$ cat src/hw/rtl/scw_ram.sv
// Generic simple dual-port RAM with one write port and a registered read port.
module scw_ram #(
    parameter int WIDTH = 8,
    parameter int DEPTH = 16
) (
    input  logic                     i_clk,
    input  logic                     i_we,
    input  logic [$clog2(DEPTH)-1:0] i_waddr,
    input  logic [WIDTH-1:0]         i_wdata,
    input  logic [$clog2(DEPTH)-1:0] i_raddr,
    output logic [WIDTH-1:0]         o_rdata
);

    logic [WIDTH-1:0] r_mem [DEPTH];
    logic [WIDTH-1:0] r_rdata;

    // Write port and registered read port
    always_ff @(posedge i_clk) begin
        if (i_we) begin
            r_mem[i_waddr] <= i_wdata;
        end
        r_rdata <= r_mem[i_raddr];
    end

    assign o_rdata = r_rdata;

endmodule

$ cat config.mk
export PLATFORM = sky130hd
export DESIGN_NAME = scw_ram
export DESIGN_NICKNAME = d
export VERILOG_FILES = /design/src/hw/rtl/scw_ram.sv
export SDC_FILE = /design/constraint.sdc
export NUM_CORES = 1
export LEC_CHECK = 0
export ABC_AREA = 1
export BUFFER_PORTS_ARGS = -buffer_cell sky130_fd_sc_hd__buf_2
export CAP_MARGIN = 5
export CORE_AREA = 3 3 105 107
export CTS_BUF_LIST = sky130_fd_sc_hd__clkbuf_8
export DETAILED_ROUTE_END_ITERATION = 10
export DIE_AREA = 0 0 108 110
export PLACE_DENSITY = 0.86
export SYNTH_ARGS = -nofsm -noshare
export SYNTH_HDL_FRONTEND = slang
export SYNTH_SLANG_ARGS = --single-unit
$ cat constraint.sdc
create_clock -name i_clk -period 1 [get_ports i_clk]
set_input_delay 0.15 -clock i_clk [delete_from_list [all_inputs] [get_ports i_clk]]
set_output_delay 0.15 -clock i_clk [all_outputs]
set_load 0.05 [all_outputs]
=== Yosys cells after proc, flatten, opt, wreduce, memory -nomap -nowiden ===
Memories as Yosys holds them, arrays and structs flattened. A register that Yosys moved wholly into a read port is not among the register bits.
Index checks and enable logic that the tools add are counted.

* Output and inout port bits: 8
* Bits in writable memories: 128
* Logic and storage cells: 3
* Memories: 1
* Register bits: 0
* Bits of input ports: 18

* Multiplexer cells: 2

{| class="wikitable"
|+ Memories
! memory !! words !! bits a word !! rd ports !! clocked after Yosys merged registers in !! wr ports !! RTL line !! RTL
|-
| r_mem || 16 || 8 || 1 || 1 || 1 || 14 || <nowiki>logic [WIDTH-1:0] r_mem [DEPTH];</nowiki>
|}

{| class="wikitable"
|+ Operators with widths
! cell !! count
|-
| 1-bit 2-to-1 mux || 2
|}

=== Logic depth before layout (Yosys ltp) ===
* Depth after elaboration: 2
* Mapped depth: 8
* Gate-level depth less buffers: 7

=== Worst setup path before layout ===
Ideal clock, no wire load.

* Path kind: input to register
* Start: in i_waddr[3]
* End: mem r_mem[4][0] (enable)
* Arrival time: 0.731 ns
* Required time: 0.630 ns
* Library setup time: 0.370 ns
* Stages on the path: 2
* Slack: -0.101 ns
* Path buffers: 0
* Cells stage by stage: nand3b_1 -> nor2_1

{| class="wikitable"
|+ RTL lines
! item !! RTL line !! RTL
|-
| from (decl) || 8 || <nowiki>input logic [$clog2(DEPTH)-1:0] i_waddr,</nowiki>
|-
| to (decl) || 14 ||
|}

Straight into the memory's write port.

=== Final worst setup path ===
* Start: reg r_rdata[3] (netlist: o_rdata[3]) (read register of r_mem)
* End: out o_rdata[3]

{| class="wikitable"
|+ RTL lines
! item !! RTL line !! RTL
|-
| from (decl) || 15 || <nowiki>logic [WIDTH-1:0] r_rdata;</nowiki>
|-
| to (decl) || 11 || <nowiki>output logic [WIDTH-1:0] o_rdata</nowiki>
|}

No word-level cell between the ends.

==> report_table.html <==
<table>
<tr><th>Metric</th><th>Value</th></tr>
<tr><th colspan="2">Status</th></tr>
<tr><td>Run status</td><td>finished with violations</td></tr>
<tr><td>Violated checks</td><td>negative setup slack</td></tr>
<tr><th colspan="2">Timing</th></tr>
<tr><td>Max frequency</td><td>0.897 GHz</td></tr>
<tr><td>Worst Max-Slew Pin Slew</td><td>0.387 ns</td></tr>
<tr><td>Max-slew violation total from the final report</td><td>0</td></tr>
<tr><td>RSZ-0062 raised after global routing</td><td>true</td></tr>
<tr><td>Summed negative setup slack over all endpoints</td><td>-0.813 ns</td></tr>
<tr><td>Post-route clock skew</td><td>0.0108 ns</td></tr>
<tr><td>Final setup violation count</td><td>10</td></tr>
<tr><td>Hold_ws</td><td>0.125 ns</td></tr>
<tr><td>Normalized max-slew margin</td><td>74.2%</td></tr>
<tr><td>Slack of the critical path</td><td>-0.115 ns</td></tr>
<tr><td>Number of hold violations in the final report</td><td>0</td></tr>
<tr><td>Post-route fraction of the period consumed by the critical path</td><td>111%</td></tr>
<tr><td>Final critical delay including setup and external delays</td><td>1.11 ns</td></tr>
<tr><th colspan="2">Global routing</th></tr>
<tr><td>Vias in the first global route</td><td>3,986</td></tr>
<tr><td>Total congestion overflow</td><td>0</td></tr>
<tr><td>Wire length of the first global-routing pass</td><td>20,600 um</td></tr>
<tr><td>Initial antenna violation count</td><td>0</td></tr>
<tr><td>Overall track demand over capacity in global routing</td><td>23.6%</td></tr>
<tr><td>Pin count of the biggest net entering global routing</td><td>65</td></tr>
<tr><th colspan="2">Yosys</th></tr>
<tr><td>Multiplexer share of the synthesized area</td><td>0%</td></tr>
<tr><td>Yosys synthesis warning count</td><td>0</td></tr>
<tr><td>Cell type with the largest total area after synthesis</td><td>edfxtp_1</td></tr>
<tr><td>Register area share after synthesis</td><td>69.4%</td></tr>
<tr><td>Syn Std Cell Area</td><td>5770 um^2</td></tr>
<tr><td>Post-Syn Instances</td><td>551</td></tr>
<tr><td>Post-Synthesis Mean Instance Area</td><td>10.5 um^2</td></tr>
<tr><td>Combinational family with the most area after synthesis</td><td>simple AND/OR/NAND/NOR gates</td></tr>
<tr><td>Area contributors post-synth</td><td>edfxtp_1 (67%), nand2_1 (11%), nand3_1 (8.4%)</td></tr>
<tr><td>Yosys reg bits</td><td>136</td></tr>
<tr><td>Number of unique standard cell types used by synthesis</td><td>12</td></tr>
<tr><td>Area share of the largest cell type after synthesis</td><td>66.7%</td></tr>
<tr><td>XOR/XNOR share of the synthesized area</td><td>0%</td></tr>
<tr><td>Adder-Cell Fraction of Synth Area</td><td>0%</td></tr>
<tr><td>Mapped Nets</td><td>569</td></tr>
<tr><td>Share of the synthesized area in compound gates (AO/OA/AOI/OAI)</td><td>0%</td></tr>
<tr><td>Area share of and/or/nand/nor cells after synthesis</td><td>21.0%</td></tr>
<tr><th colspan="2">Detailed routing</th></tr>
<tr><td>Wire length per cell</td><td>18.2 um</td></tr>
<tr><td>Detailed-router iteration count before antenna repair</td><td>6</td></tr>
<tr><td>Number of nets with antenna violations after detailed routing</td><td>0</td></tr>
<tr><td>Total Wirelength</td><td>13,700 um</td></tr>
<tr><td>Via-to-Cell Ratio</td><td>5.55</td></tr>
<tr><td>Number of DRC violations after detailed-routing iteration 0</td><td>610</td></tr>
<tr><td>Count of vias placed by the detailed router</td><td>4,154</td></tr>
<tr><td>Number of design rule violations left after detail routing</td><td>0</td></tr>
<tr><th colspan="2">Cells and area</th></tr>
<tr><td>Area of the multi-input gates</td><td>1420 um^2</td></tr>
<tr><td>Area delta synth-&gt;final</td><td>19.5%</td></tr>
<tr><td>Count of placed standard cells in the final layout, fillers left out</td><td>749</td></tr>
<tr><td>Filler cell count</td><td>660</td></tr>
<tr><td>Final Net Count</td><td>618</td></tr>
<tr><td>Cell area after layout</td><td>6890 um^2</td></tr>
<tr><td>Total inserted antenna cells</td><td>0</td></tr>
<tr><td>Commonest non-fill, non-tap cells in the layout</td><td>nand2_1 (171), edfxtp_1 (128), inv_1 (102)</td></tr>
<tr><td>Fraction of layout instances using a drive strength above 1</td><td>22.7%</td></tr>
<tr><td>Sequential Area</td><td>4010 um^2</td></tr>
<tr><td>Most common library cell in the layout ignoring fill and taps</td><td>nand2_1</td></tr>
<tr><th colspan="2">Clock tree</th></tr>
<tr><td>H-Tree Level Count</td><td>4</td></tr>
<tr><td>Clock buffers created by TritonCTS</td><td>17</td></tr>
<tr><td>Clock input transition at the sequential cells of the worst setup and hold paths</td><td>0.07 ns</td></tr>
<tr><td>Buffers inserted by post-CTS timing repair</td><td>0</td></tr>
<tr><td>Clock network latency to the later pin of the worst-skew pair</td><td>0.45 ns</td></tr>
<tr><td>Clock tree from TritonCTS</td><td>done</td></tr>
<tr><td>Total clock sinks</td><td>136</td></tr>
<tr><td>Deepest clock path buffer count</td><td>2</td></tr>
<tr><td>Clk root buf</td><td>clkbuf_8</td></tr>
<tr><th colspan="2">Worst setup path</th></tr>
<tr><td>Worst-path maximum fanout</td><td>1</td></tr>
<tr><td>Buf+Inv Stages, Crit Path</td><td>1</td></tr>
<tr><td>CP required</td><td>0.85 ns</td></tr>
<tr><td>Largest delay contributor family on the critical path</td><td>flip-flops</td></tr>
<tr><td>Delay contributed by the slowest stage of the critical path</td><td>0.36 ns</td></tr>
<tr><td>Crit path launch type</td><td>flip-flop</td></tr>
<tr><td>Critical path data arrival time</td><td>0.96 ns</td></tr>
<tr><td>Master of the slowest instance on the critical path</td><td>dfxtp_2</td></tr>
<tr><td>Series of cell instances along the critical path</td><td>buf_8</td></tr>
<tr><td>Type of element capturing the critical path</td><td>primary output</td></tr>
<tr><td>Kind of critical path</td><td>flip-flop to primary output</td></tr>
<tr><th colspan="2">Floorplanning</th></tr>
<tr><td>Die Outline Area</td><td>11,900 um^2</td></tr>
<tr><td>Die width</td><td>108 um</td></tr>
<tr><td>Ports placed on the boundary</td><td>26</td></tr>
<tr><td>Row cnt</td><td>37</td></tr>
<tr><td>Starting Density</td><td>56.4%</td></tr>
<tr><td>Height of the die</td><td>110 um</td></tr>
<tr><td>Core region area</td><td>10,200 um^2</td></tr>
<tr><th colspan="2">Power</th></tr>
<tr><td>Portion of total power attributed to combinational logic</td><td>9.4%</td></tr>
<tr><td>Net switching fraction of the power</td><td>23.7%</td></tr>
<tr><td>IR drop worst, VDD</td><td>958 uV</td></tr>
<tr><td>Clock share of power</td><td>36.7%</td></tr>
<tr><td>Switching Power</td><td>2.83 mW</td></tr>
<tr><td>Sequential Power Share</td><td>53.9%</td></tr>
<tr><td>Internal Dissipation</td><td>9.11 mW</td></tr>
<tr><td>Power, Total</td><td>11.9 mW</td></tr>
<tr><td>Leakage</td><td>3.01 nW</td></tr>
<tr><td>Power density cells</td><td>1730 nW/um^2</td></tr>
<tr><th colspan="2">Placed design</th></tr>
<tr><td>Detailed Place HPWL</td><td>8180 um</td></tr>
<tr><td>GPL Wtd Cong</td><td>0.861</td></tr>
<tr><td>IO buf count</td><td>25</td></tr>
<tr><td>Placed cell count</td><td>717</td></tr>
<tr><td>Total cell area at the placement stage</td><td>6230 um^2</td></tr>
<tr><th colspan="2">Job</th></tr>
<tr><td>Number of maximum-capacitance constraint violations</td><td>0</td></tr>
<tr><th colspan="2">Hold path</th></tr>
<tr><td>Worst Hold Class</td><td>input pin to flip-flop</td></tr>
</table>
## cells in the mapped netlist, drive strengths merged
cell type,n
nand2,173
edfxtp,128
inv,102
nand3,97
buf,24
nor2,17
dfxtp,8
nand3b,2
## state kept, by name, summed over array words and instances, names as in the netlist
| signal | flops |
|---|---|
| r_mem | 128 |
| o_rdata | 8 |
## repair_timing
item,in CTS,in global routing
resized for setup,32,40
setup endpoints to repair,9,16
cloned,0,0
pin swaps,0,12
hold buffers,0,0
## layout make-up
type / instances / share of cell area (%)
clock buffer: 20 / 3.99
tap: 136 / 2.47
inverter: 102 / 5.55
multi-input combinational: 289 / 20.6
clock inverter: 12 / 1.58
timing repair buffer: 54 / 7.59
sequential: 136 / 58.2
## path summary, 6_finish.rpt
kind	startpoint	endpoint	slack [ns]	cells past startpoint
min reg2reg	r_mem[3][1]	o_rdata[1]	0.69	6
max	o_rdata[3]	o_rdata[3]	-0.11	1
min	i_wdata[4]	r_mem[4][4]	0.12	1
max reg2reg	r_mem[5][0]	o_rdata[0]	-0.10	6
## power by group through the flow
stage          Clock, mW  Sequential, mW  Combinational (mW)
4_1_cts             4.40            6.43                1.03
3_3_place_gp           0            6.53               0.917
6_report            4.38            6.43                1.13
5_1_grt             4.66            6.44                1.20
2_1_floorplan          0            6.65               0.454
3_5_place_dp           0            6.53               0.948
## cells by family after synthesis
family	Yosys count
simple gates	289
buf+inv	126
flops	136
## through the flow
| stage | util [%] | setup WS, ns |
|---|---|---|
| final | 67.4 | -0.115 |
| after global routing | 67.4 | -0.142 |
| after CTS | 65.5 | -0.129 |
| after detailed placement | 60.9 | -0.231 |
| after global placement | 60.9 | -0.182 |
| after floorplan | - | -0.101 |
## metal layers
metal	wire, um	global-route usage, %	vias to the layer above
li1	-	-	1872
met1	5160	29.3	1915
met2	6590	38.7	306
met3	1310	6.35	61
met4	598	11.2	0
met5	0	0	-
(Power assumes the default switching activity.)
