[src/hw/rtl/scw_pkg.sv]
// Shared types and constants for the shortest covering window block.
package scw_pkg;

    // Fixed field widths of the token and result channels
    localparam int TOKEN_W = 9;
    localparam int DIST_W  = 9;
    localparam int LEN_W   = 11;

    // Result handed from the control unit to the output register
    typedef struct packed {
        logic [DIST_W-1:0] distinct_keywords;
        logic [LEN_W-1:0]  shortest_length;
    } t_result;

endpackage

[src/hw/rtl/scw_ctrl.sv]
// Sequencer for token loading, the two-pointer window pass, the result hand-off and the seen/count clearing sweep.
module scw_ctrl #(
    parameter int MAX_TOKENS   = 1024,
    parameter int MAX_KEYWORDS = 256,
    localparam int TA = $clog2(MAX_TOKENS),
    localparam int TW = $clog2(MAX_TOKENS + 1),
    localparam int KA = $clog2(MAX_KEYWORDS + 1)
) (
    input  logic                        i_clk,
    input  logic                        i_rst_n,
    // token channel
    input  logic                        i_valid,
    input  logic [scw_pkg::TOKEN_W-1:0] i_token_index,
    input  logic                        i_last_token,
    output logic                        o_stall,
    // token store
    output logic                        o_tok_we,
    output logic [TA-1:0]               o_tok_waddr,
    output logic [scw_pkg::TOKEN_W-1:0] o_tok_wdata,
    output logic [TA-1:0]               o_tok_raddr,
    input  logic [scw_pkg::TOKEN_W-1:0] i_tok_rdata,
    // keyword seen flags, used while loading
    output logic                        o_seen_we,
    output logic [KA-1:0]               o_seen_waddr,
    output logic                        o_seen_wdata,
    output logic [KA-1:0]               o_seen_raddr,
    input  logic                        i_seen_rdata,
    // window occurrence counts
    output logic                        o_cnt_we,
    output logic [KA-1:0]               o_cnt_waddr,
    output logic [TW-1:0]               o_cnt_wdata,
    output logic [KA-1:0]               o_cnt_raddr,
    input  logic [TW-1:0]               i_cnt_rdata,
    // result toward the output register
    output logic                        o_res_valid,
    output scw_pkg::t_result            o_res,
    input  logic                        i_out_free
);

    localparam int DW = $clog2(MAX_KEYWORDS + 1);

    typedef enum logic [10:0] {
        S_LOAD  = 11'b000_0000_0001,
        S_LCHK  = 11'b000_0000_0010,
        S_START = 11'b000_0000_0100,
        S_RREAD = 11'b000_0000_1000,
        S_RDATA = 11'b000_0001_0000,
        S_RINC  = 11'b000_0010_0000,
        S_CHECK = 11'b000_0100_0000,
        S_LDATA = 11'b000_1000_0000,
        S_LDEC  = 11'b001_0000_0000,
        S_DONE  = 11'b010_0000_0000,
        S_CLEAR = 11'b100_0000_0000
    } t_state;

    t_state        r_state,   n_state;
    logic [TW-1:0] r_n,       n_n;
    logic [DW-1:0] r_distinct, n_distinct;
    logic [DW-1:0] r_covered, n_covered;
    logic [TW-1:0] r_r,       n_r;
    logic [TW-1:0] r_l,       n_l;
    logic [TW-1:0] r_best,    n_best;
    logic [KA-1:0] r_key,     n_key;
    logic          r_last,    n_last;
    logic [KA-1:0] r_sweep,   n_sweep;

    logic [31:0]   w_in_tok32;
    logic          w_in_hit;
    logic [KA-1:0] w_in_key;
    logic [31:0]   w_rd_tok32;
    logic          w_rd_hit;
    logic [KA-1:0] w_rd_key;
    logic          w_in_acc;
    logic          w_full;
    logic [TW-1:0] w_len;
    logic [31:0]   w_dist32;
    logic [31:0]   w_best32;

    // Classify the incoming token and the token read back from the store
    assign w_in_tok32 = 32'(i_token_index);
    assign w_in_hit   = (w_in_tok32 != 32'd0) && (w_in_tok32 <= 32'(MAX_KEYWORDS));
    assign w_in_key   = w_in_tok32[KA-1:0];
    assign w_rd_tok32 = 32'(i_tok_rdata);
    assign w_rd_hit   = (w_rd_tok32 != 32'd0) && (w_rd_tok32 <= 32'(MAX_KEYWORDS));
    assign w_rd_key   = w_rd_tok32[KA-1:0];

    assign o_stall  = (r_state != S_LOAD);
    assign w_in_acc = i_valid && !o_stall;
    assign w_full   = (r_n == TW'(MAX_TOKENS));
    assign w_len    = r_r - r_l + 1'b1;

    // Memory ports
    assign o_tok_waddr  = r_n[TA-1:0];
    assign o_tok_wdata  = i_token_index;
    assign o_tok_raddr  = (r_state == S_CHECK) ? r_l[TA-1:0] : r_r[TA-1:0];
    assign o_seen_raddr = w_in_key;
    assign o_seen_waddr = (r_state == S_CLEAR) ? r_sweep : r_key;
    assign o_seen_wdata = (r_state == S_LCHK);
    assign o_cnt_raddr  = w_rd_key;
    assign o_cnt_waddr  = (r_state == S_CLEAR) ? r_sweep : r_key;

    always_comb begin
        priority if (r_state == S_RINC) begin
            o_cnt_wdata = i_cnt_rdata + 1'b1;
        end else if (r_state == S_LDEC) begin
            o_cnt_wdata = i_cnt_rdata - 1'b1;
        end else begin
            o_cnt_wdata = '0;
        end
    end

    // Result
    assign w_dist32               = 32'(r_distinct);
    assign w_best32               = 32'(r_best);
    assign o_res_valid            = (r_state == S_DONE);
    assign o_res.distinct_keywords = w_dist32[scw_pkg::DIST_W-1:0];
    assign o_res.shortest_length   = w_best32[scw_pkg::LEN_W-1:0];

    // Next state and counters
    always_comb begin
        n_state    = r_state;
        n_n        = r_n;
        n_distinct = r_distinct;
        n_covered  = r_covered;
        n_r        = r_r;
        n_l        = r_l;
        n_best     = r_best;
        n_key      = r_key;
        n_last     = r_last;
        n_sweep    = r_sweep;
        o_tok_we   = 1'b0;
        o_seen_we  = 1'b0;
        o_cnt_we   = 1'b0;
        unique case (r_state)
            S_LOAD: begin
                if (w_in_acc) begin
                    // store the token unless the store is full
                    if (!w_full) begin
                        o_tok_we = 1'b1;
                        n_n      = r_n + 1'b1;
                    end
                    n_key  = w_in_key;
                    n_last = i_last_token;
                    if (!w_full && w_in_hit) begin
                        n_state = S_LCHK;
                    end else if (i_last_token) begin
                        n_state = S_START;
                    end
                end
            end
            S_LCHK: begin
                // first sight of this keyword in the run
                if (!i_seen_rdata) begin
                    o_seen_we  = 1'b1;
                    n_distinct = r_distinct + 1'b1;
                end
                n_state = r_last ? S_START : S_LOAD;
            end
            S_START: begin
                n_r       = '0;
                n_l       = '0;
                n_covered = '0;
                if (r_distinct == '0) begin
                    n_best  = '0;
                    n_state = S_DONE;
                end else begin
                    n_state = S_RREAD;
                end
            end
            S_RREAD: begin
                n_state = S_RDATA;
            end
            S_RDATA: begin
                n_key   = w_rd_key;
                n_state = w_rd_hit ? S_RINC : S_CHECK;
            end
            S_RINC: begin
                // grow the window on the right
                o_cnt_we = 1'b1;
                if (i_cnt_rdata == '0) begin
                    n_covered = r_covered + 1'b1;
                end
                n_state = S_CHECK;
            end
            S_CHECK: begin
                if (r_covered == r_distinct) begin
                    if (w_len < r_best) begin
                        n_best = w_len;
                    end
                    n_state = S_LDATA;
                end else if (r_r + 1'b1 == r_n) begin
                    n_state = S_DONE;
                end else begin
                    n_r     = r_r + 1'b1;
                    n_state = S_RREAD;
                end
            end
            S_LDATA: begin
                n_key = w_rd_key;
                if (w_rd_hit) begin
                    n_state = S_LDEC;
                end else begin
                    n_l     = r_l + 1'b1;
                    n_state = S_CHECK;
                end
            end
            S_LDEC: begin
                // shrink the window on the left
                o_cnt_we = 1'b1;
                if (i_cnt_rdata == TW'(1)) begin
                    n_covered = r_covered - 1'b1;
                end
                n_l     = r_l + 1'b1;
                n_state = S_CHECK;
            end
            S_DONE: begin
                if (i_out_free) begin
                    n_sweep    = '0;
                    n_n        = '0;
                    n_distinct = '0;
                    n_state    = S_CLEAR;
                end
            end
            S_CLEAR: begin
                // zero one keyword entry per cycle
                o_seen_we = 1'b1;
                o_cnt_we  = 1'b1;
                if (r_sweep == KA'(MAX_KEYWORDS)) begin
                    n_best  = '1;
                    n_state = S_LOAD;
                end else begin
                    n_sweep = r_sweep + 1'b1;
                end
            end
            default: begin
                n_state = S_CLEAR;
            end
        endcase
    end

    always_ff @(posedge i_clk) begin
        if (!i_rst_n) begin
            r_state    <= S_CLEAR;
            r_n        <= '0;
            r_distinct <= '0;
            r_covered  <= '0;
            r_r        <= '0;
            r_l        <= '0;
            r_best     <= '1;
            r_last     <= 1'b0;
            r_sweep    <= '0;
        end else begin
            r_state    <= n_state;
            r_n        <= n_n;
            r_distinct <= n_distinct;
            r_covered  <= n_covered;
            r_r        <= n_r;
            r_l        <= n_l;
            r_best     <= n_best;
            r_last     <= n_last;
            r_sweep    <= n_sweep;
        end
    end

    // Key of the entry under read-modify-write
    always_ff @(posedge i_clk) begin
        r_key <= n_key;
    end

endmodule

[config.mk]
export PLATFORM = sky130hd
export DESIGN_NAME = scw_ctrl
export DESIGN_NICKNAME = d
export VERILOG_FILES = /design/src/hw/rtl/scw_pkg.sv /design/src/hw/rtl/scw_ctrl.sv
export SDC_FILE = /design/constraint.sdc
export NUM_CORES = 1
export LEC_CHECK = 0
export BUFFER_PORTS_ARGS = -buffer_cell sky130_fd_sc_hd__buf_4
export CAP_MARGIN = 20
export CORE_AREA = 2 2 121 123
export DETAILED_ROUTE_END_ITERATION = 10
export DIE_AREA = 0 0 123 125
export HOLD_SLACK_MARGIN = 0.08
export MAX_ROUTING_LAYER = met4
export PLACE_DENSITY = 0.76
export SETUP_SLACK_MARGIN = 0.1
export SYNTH_ARGS = -nofsm -noshare
export SYNTH_HDL_FRONTEND = slang
export SYNTH_SLANG_ARGS = --single-unit
[constraint.sdc]
create_clock -name i_clk -period 3.45 [get_ports i_clk]
set_input_delay 0.5175 -clock i_clk [delete_from_list [all_inputs] [get_ports i_clk]]
set_output_delay 0.5175 -clock i_clk [all_outputs]
set_load 0.01 [all_outputs]
; ---- After elaboration in Yosys (flattened, before gate mapping)
; Cells that the tools add are included.
[totals]
register_bits = 92
input_bits = 35
out_inout_bits = 102
elab_cells = 133
[op_classes]
addsub = 11
n_lt_le_gt_ge = 3
eq_ne = 32
mux = 46
reduce_logical = 31
[ops]
columns = op, count
row1 = 2-to-1 mux 11 bit, 17
row2 = case mux 11 bit (10 select lines), 1
row3 = 2-to-1 mux 9 bit, 8
row4 = case mux 11 bit (3 select lines), 2
row5 = nonzero test 32 bit, 2
row6 = "adder 11 x 1 -> 11 bit, second input constant", 5
row7 = case mux 9 bit (2 select lines), 3
row8 = case mux 11 bit (2 select lines), 2
row9 = 2-to-1 mux 10 bit, 4
row10 = "adder 9 x 1 -> 9 bit, second input constant", 3
row11 = case mux 9 bit (3 select lines), 1
row12 = "equality test 11 x 1 -> 1 bit, second input constant", 2
row13 = "equality test 11 bit, second input constant", 2
row14 = "<= comparator 9 bit, second input constant", 2
row15 = "!= test 2 bit, second input constant", 8
row16 = "!= test 2 x 1 -> 1 bit, second input constant", 6
row17 = AND reduction 3 bit, 4
row18 = "equality test 11 x 10 -> 1 bit, second input constant", 1
row19 = equality test 11 bit, 1
row20 = "equality test 11 x 2 -> 1 bit, second input constant", 1
row21 = "equality test 11 x 3 -> 1 bit, second input constant", 1
row22 = "equality test 11 x 4 -> 1 bit, second input constant", 1
row23 = "equality test 11 x 5 -> 1 bit, second input constant", 1
row24 = "equality test 11 x 6 -> 1 bit, second input constant", 1
row25 = 26 further kinds, 44

; ---- Logic depth before layout (Yosys ltp)
[depth]
depth_word = 6
ltp_mapped = 19
ltp_nobuf = 18

; ---- Least setup slack after synthesis
; OpenSTA, ideal clock, no wires.
[synth_path]
kind = reg-to-reg
from = register r_state[0]
to = register r_covered[8]
setup_time_ns = 0.071
arrival_ns = 3.486
required_ns = 3.379
slack_ns = -0.106
path_stages_with_launch = 16
path_buffers = 4
period_less_slack_ns = 3.556
path_cell_list = dfxtp_1 buf_6 or4_4 buf_6 or4_4 buf_6 clkinv_4 buf_4 ha_1 a21o_1 a21oi_1 o21ai_0 o41ai_1 xnor2_1 or3_1 a21oi_1
[synth_between]
elab_chain_len = 3
word_cells_on_any_way = 8
cone_classes = 5 x eq/ne / 1 x mux / 2 x reduce/logical
[synth_rtl]
columns = item, line
row1 = from (decl), scw_ctrl.sv:56  ; t_state r_state, n_state;
row2 = from (signal assigned), scw_ctrl.sv:253  ; r_state <= n_state;
row3 = equality test 11 x 9 -> 1 bit (tied with other cells), scw_ctrl.sv:134  ; unique case (r_state)
row4 = != test 2 x 1 -> 1 bit (no line) or nonzero test 3 bit (tied branches), -
row5 = AND reduction 3 bit (no line), -
row6 = to (signal assigned), scw_ctrl.sv:256  ; r_covered <= n_covered;
row7 = to (decl), scw_ctrl.sv:59  ; logic [DW-1:0] r_covered, n_covered;
; Parallel ways exist; a longest one is shown, timed or not.
; A chain may end at the register's enable or synchronous reset.

; ---- Worst setup path in the final report
[layout_path]
from = register r_r[1]
to = register r_best[8]
[layout_between]
elab_chain_len = 5
word_cells_on_any_way = 8
cone_classes = 2 x add/sub / 1 x order compare / 1 x eq/ne / 3 x mux / 1 x reduce/logical
[layout_rtl]
columns = item, line
row1 = from (decl), scw_ctrl.sv:60  ; logic [TW-1:0] r_r, n_r;
row2 = from (signal assigned), scw_ctrl.sv:257  ; r_r <= n_r;
row3 = subtractor 11 bit (*), scw_ctrl.sv:90  ; assign w_len = r_r - r_l + 1'b1;
row4 = adder 11 x 1 -> 11 bit (*), scw_ctrl.sv:90
row5 = < comparator 11 bit or 2-to-1 mux 11 bit (tied branches), scw_ctrl.sv:187  ; if (w_len < r_best) begin
row6 = != test 2 x 1 -> 1 bit (no line) or 2-to-1 mux 11 bit (tied branches), -
row7 = AND reduction 5 bit (no line) or case mux 11 bit (3 select lines) (tied branches), -
row8 = to (signal assigned), scw_ctrl.sv:259  ; r_best <= n_best;
row9 = to (decl), scw_ctrl.sv:62  ; logic [TW-1:0] r_best, n_best;
; Mark *: on every way between the ends. The rest lies on a longest branch, timed or not. The select of a mux whose other input is x is not followed.

==> out/summary.txt <==
Crit Path Category - reg2reg
CTS buffer count - 9
Worst-Skew Late Latency - 0.36 ns
Top FF cell, synth - dfxtp_1
Count leader, synth - nor2_1
Fin Hold WS - 0.438 ns
Worst Setup End Kind - register
Synth Area in Compound Gates - 15.6%
Power per Cell Area - 310 nW/um2
Worst reg2reg startpoint - r_r[1]
Synth Area in Simple Gates - 25.0%
Crit path buf inv count - 6
Cell count after synthesis - 904
Mean routed wirelength per cell - 15.7 um
Routability cong. - 0.901
Deepest level of the CTS H-tree - 3
Slowest stage delay, CP - 0.37 ns
# IOs - 137
Min-Delay Path Class - in2reg
CTS tree - built
Sequential Power Share - 42.0%
Net Count, Synth - 989
DR vias/cell - 5.74
TritonRoute pass-1 iters - 5
Crit path max fanout - 7
Post-synth EDFFs - 9
Max Transition Viols Final - 0
Routed vias - 6824
Outcome - finished clean
Fin Clk Skew - 0.00773 ns
WP data arrival - 3.67 ns
Die H - 125 um
RSZ-0062 raised after global routing - yes
Xor and xnor fraction of the mapped netlist area - 8.74%
Fraction of synthesized area in multiplexers - 3.01%
Worst-Margin Slew - 1.07 ns
Fmax - 292 MHz
Initial antenna violation count - 0
Drt drc - 0
Pint - 1.92 mW
Syn_area_per_cell - 7.76 um2
Layout cell share with drive strength beyond 1 - 25.8%
Main combinational cell family by area after synthesis - simple AND/OR/NAND/NOR gates
Synth unique cells - 68
Part of the cycle the worst path needs - 99.3%
Synth Cell Area - 7010 um2
Net Sw Frac - 27.4%
Hold Buf Count CTS - 0
Critical path origin - r_r[1]
Initial Util - 49.4%
Final Instance Count excl. Fillers - 1188
FILL cells - 1277
Total GRT Usage - 24.9%
Total routed wirelength - 18.7 mm
CP delay by family, top - adder cells
Total power - 2.64 mW
Adder-cell share of the synthesized area - 9.13%
Clock group share of total power - 40.4%
Vias in the first global route - 6192
Max-Cap Viols - 0
Clock-pin slew on the worst setup and hold paths - 0.07 ns
Setup violators final - 0
Die area - 15400 um2
Synth area leader - dfxtp_1
Most common cell on crit path - inv_2
Overflow left after global routing - 0
Hold Path Origin - i_last_token
Power share of the combinational group - 17.6%
Relative slew slack - 28.5%
Synth top area share - 23.7%
Longest Clk Path Bufs - 2
Pin count of the biggest net entering global routing - 28
Register bit count reported by yosys - 92
Dpl cells - 1159
Diodes inserted - 0
Final critical-path required period - 3.43 ns
Leakage - 3.62 nW
Synthesis-to-finish area growth - 21.6%
Clock Tree Root - clkbuf_16
Startpoint types - register
Seq/Total Area, Yosys - 27.5%
Total core area - 14200 um2
Switch Pwr - 722 uW
Crit path cell chain - inv_2 -> ha_4 -> inv_2 -> ha_4 -> inv_2 -> fa_2 -> nor2b_2 -> o31a_1 -> o31ai_2 -> a21oi_1 -> xor2_1 -> ha_2 -> o21ai_2 -> a21oi_2 -> a211oi_2 -> buf_4 -> buf_8 -> buf_4 -> a21oi_1
Max rail drop VDD - 230 uV
WP data required - 3.69 ns
Clock Sinks - 92
Starting DRC count in detailed routing - 437
# nets final - 1084
Async SR Flop Fraction - 0%
Top cells by area, synth - dfxtp_1 (24%), ha_1 (8.6%), buf_4 (5.1%)
HPWL Detailed - 14.0 mm
Post-synth top cells - nor2_1 (93), dfxtp_1 (83), nand2_1 (74)
Synth warnings - 0
CP max-delay cell - fa_2
Die X - 123 um
PortBufs - 136
Std-Cell Rows - 44
Final hold vios - 0
First-pass GRT wire length - 30.1 mm
Post-route ant nets - 0
[kinds of logic (layout without fill, tap and decap cells)]
group                    count (synthesis)  in the layout
flip-flops                              92             92
AO/OA/AOI/OAI                          176            176
AND/OR/NAND/NOR                        350            350
buffers and inverters                  147            247
XOR/XNOR                                70             70
multiplexers                            19             19
adder cells (fa/ha/maj)                 50             50
[flip-flops by register name (all words and copies together), names as in the netlist]
signal	cells
r_n	11
r_key	9
r_sweep	9
r_covered	9
r_best	11
r_state	11
r_r	11
r_last	1
r_distinct	9
r_l	11
[power groups by stage]
stage                     combinational (mW)  clock (mW)  sequential, mW
after floorplan                        0.273           0            1.13
after global placement                 0.418           0            1.13
after detailed placement               0.424           0            1.13
after CTS                              0.427        1.09            1.11
after global routing                   0.501        1.13            1.11
final                                  0.464        1.07            1.11
[metrics by stage]
step / worst slack, ns / utilization [%] / cell area, um2 / setup TNS, ns
final: 0.0233 / 60.0 / 8530 / 0
after global routing: -0.0763 / 60.0 / 8530 / -0.468
after CTS: 0.0553 / 58.6 / 8320 / 0
after detailed placement: -0.00481 / 55.9 / 7950 / -0.00481
after global placement: 0.126 / 55.9 / 7950 / 0
after floorplan: 0.0751 / - / 7050 / 0
[layout by cell type (no fill, tap or decap), drive strengths merged, types with 11 or more instances in the layout]
cell type  count
buf          176
nor2          94
dfxtp         83
nand2         74
o21ai         56
inv           54
a21oi         48
ha            48
nand3         44
xnor2         39
xor2          31
nor3          30
nand4         23
mux2          17
nor4          17
a22oi         12
clkbuf        11
[layout make-up]
type | count | area, um2 | area share, %
Timing Repair Buffer | 177 | 1350 | 15.9
Clock buffer | 10 | 250 | 2.93
Sequential cell | 92 | 1940 | 22.7
Tap cell | 184 | 230 | 2.70
Multi-Input combinational cell | 665 | 4470 | 52.4
Inverter | 54 | 215 | 2.52
Clock inverter | 6 | 70.1 | 0.822
[repair_timing]
item,CTS,global route
pin swaps,12,16
resized for setup,14,24
buffers inserted,2,10
endpoints found under the setup margin,11,12
cloned,0,1
[worst register-to-register path, delay by kind of cell, from the launching register on]
kind,cells,cell delay [ns]
adders and majority gates,4,1.02
DFF,1,0.34
xor gates and xnor gates,1,0.22
buffers and inverters,6,0.60
AOI/OAI and AO/OA,7,0.99
and+or+nand+nor,1,0.15
[routing by layer]
layer / global-route usage (%) / share of wire, %
met1: 32.1 / 45
met2: 39.7 / 48
met3: 4.97 / 5.6
met4: 6.55 / 1.7
met5: - / 0
[worst paths after layout]
check / endpoint / slack (ns) / depth (start not counted)
worst max-delay path: r_best[8] / 0.02 / 19
worst min-delay path: r_last / 0.44 / 3
worst max register to register: r_best[8] / 0.02 / 19
worst min register to register: r_last / 0.47 / 2
Power figures use the tool's default switching activity.
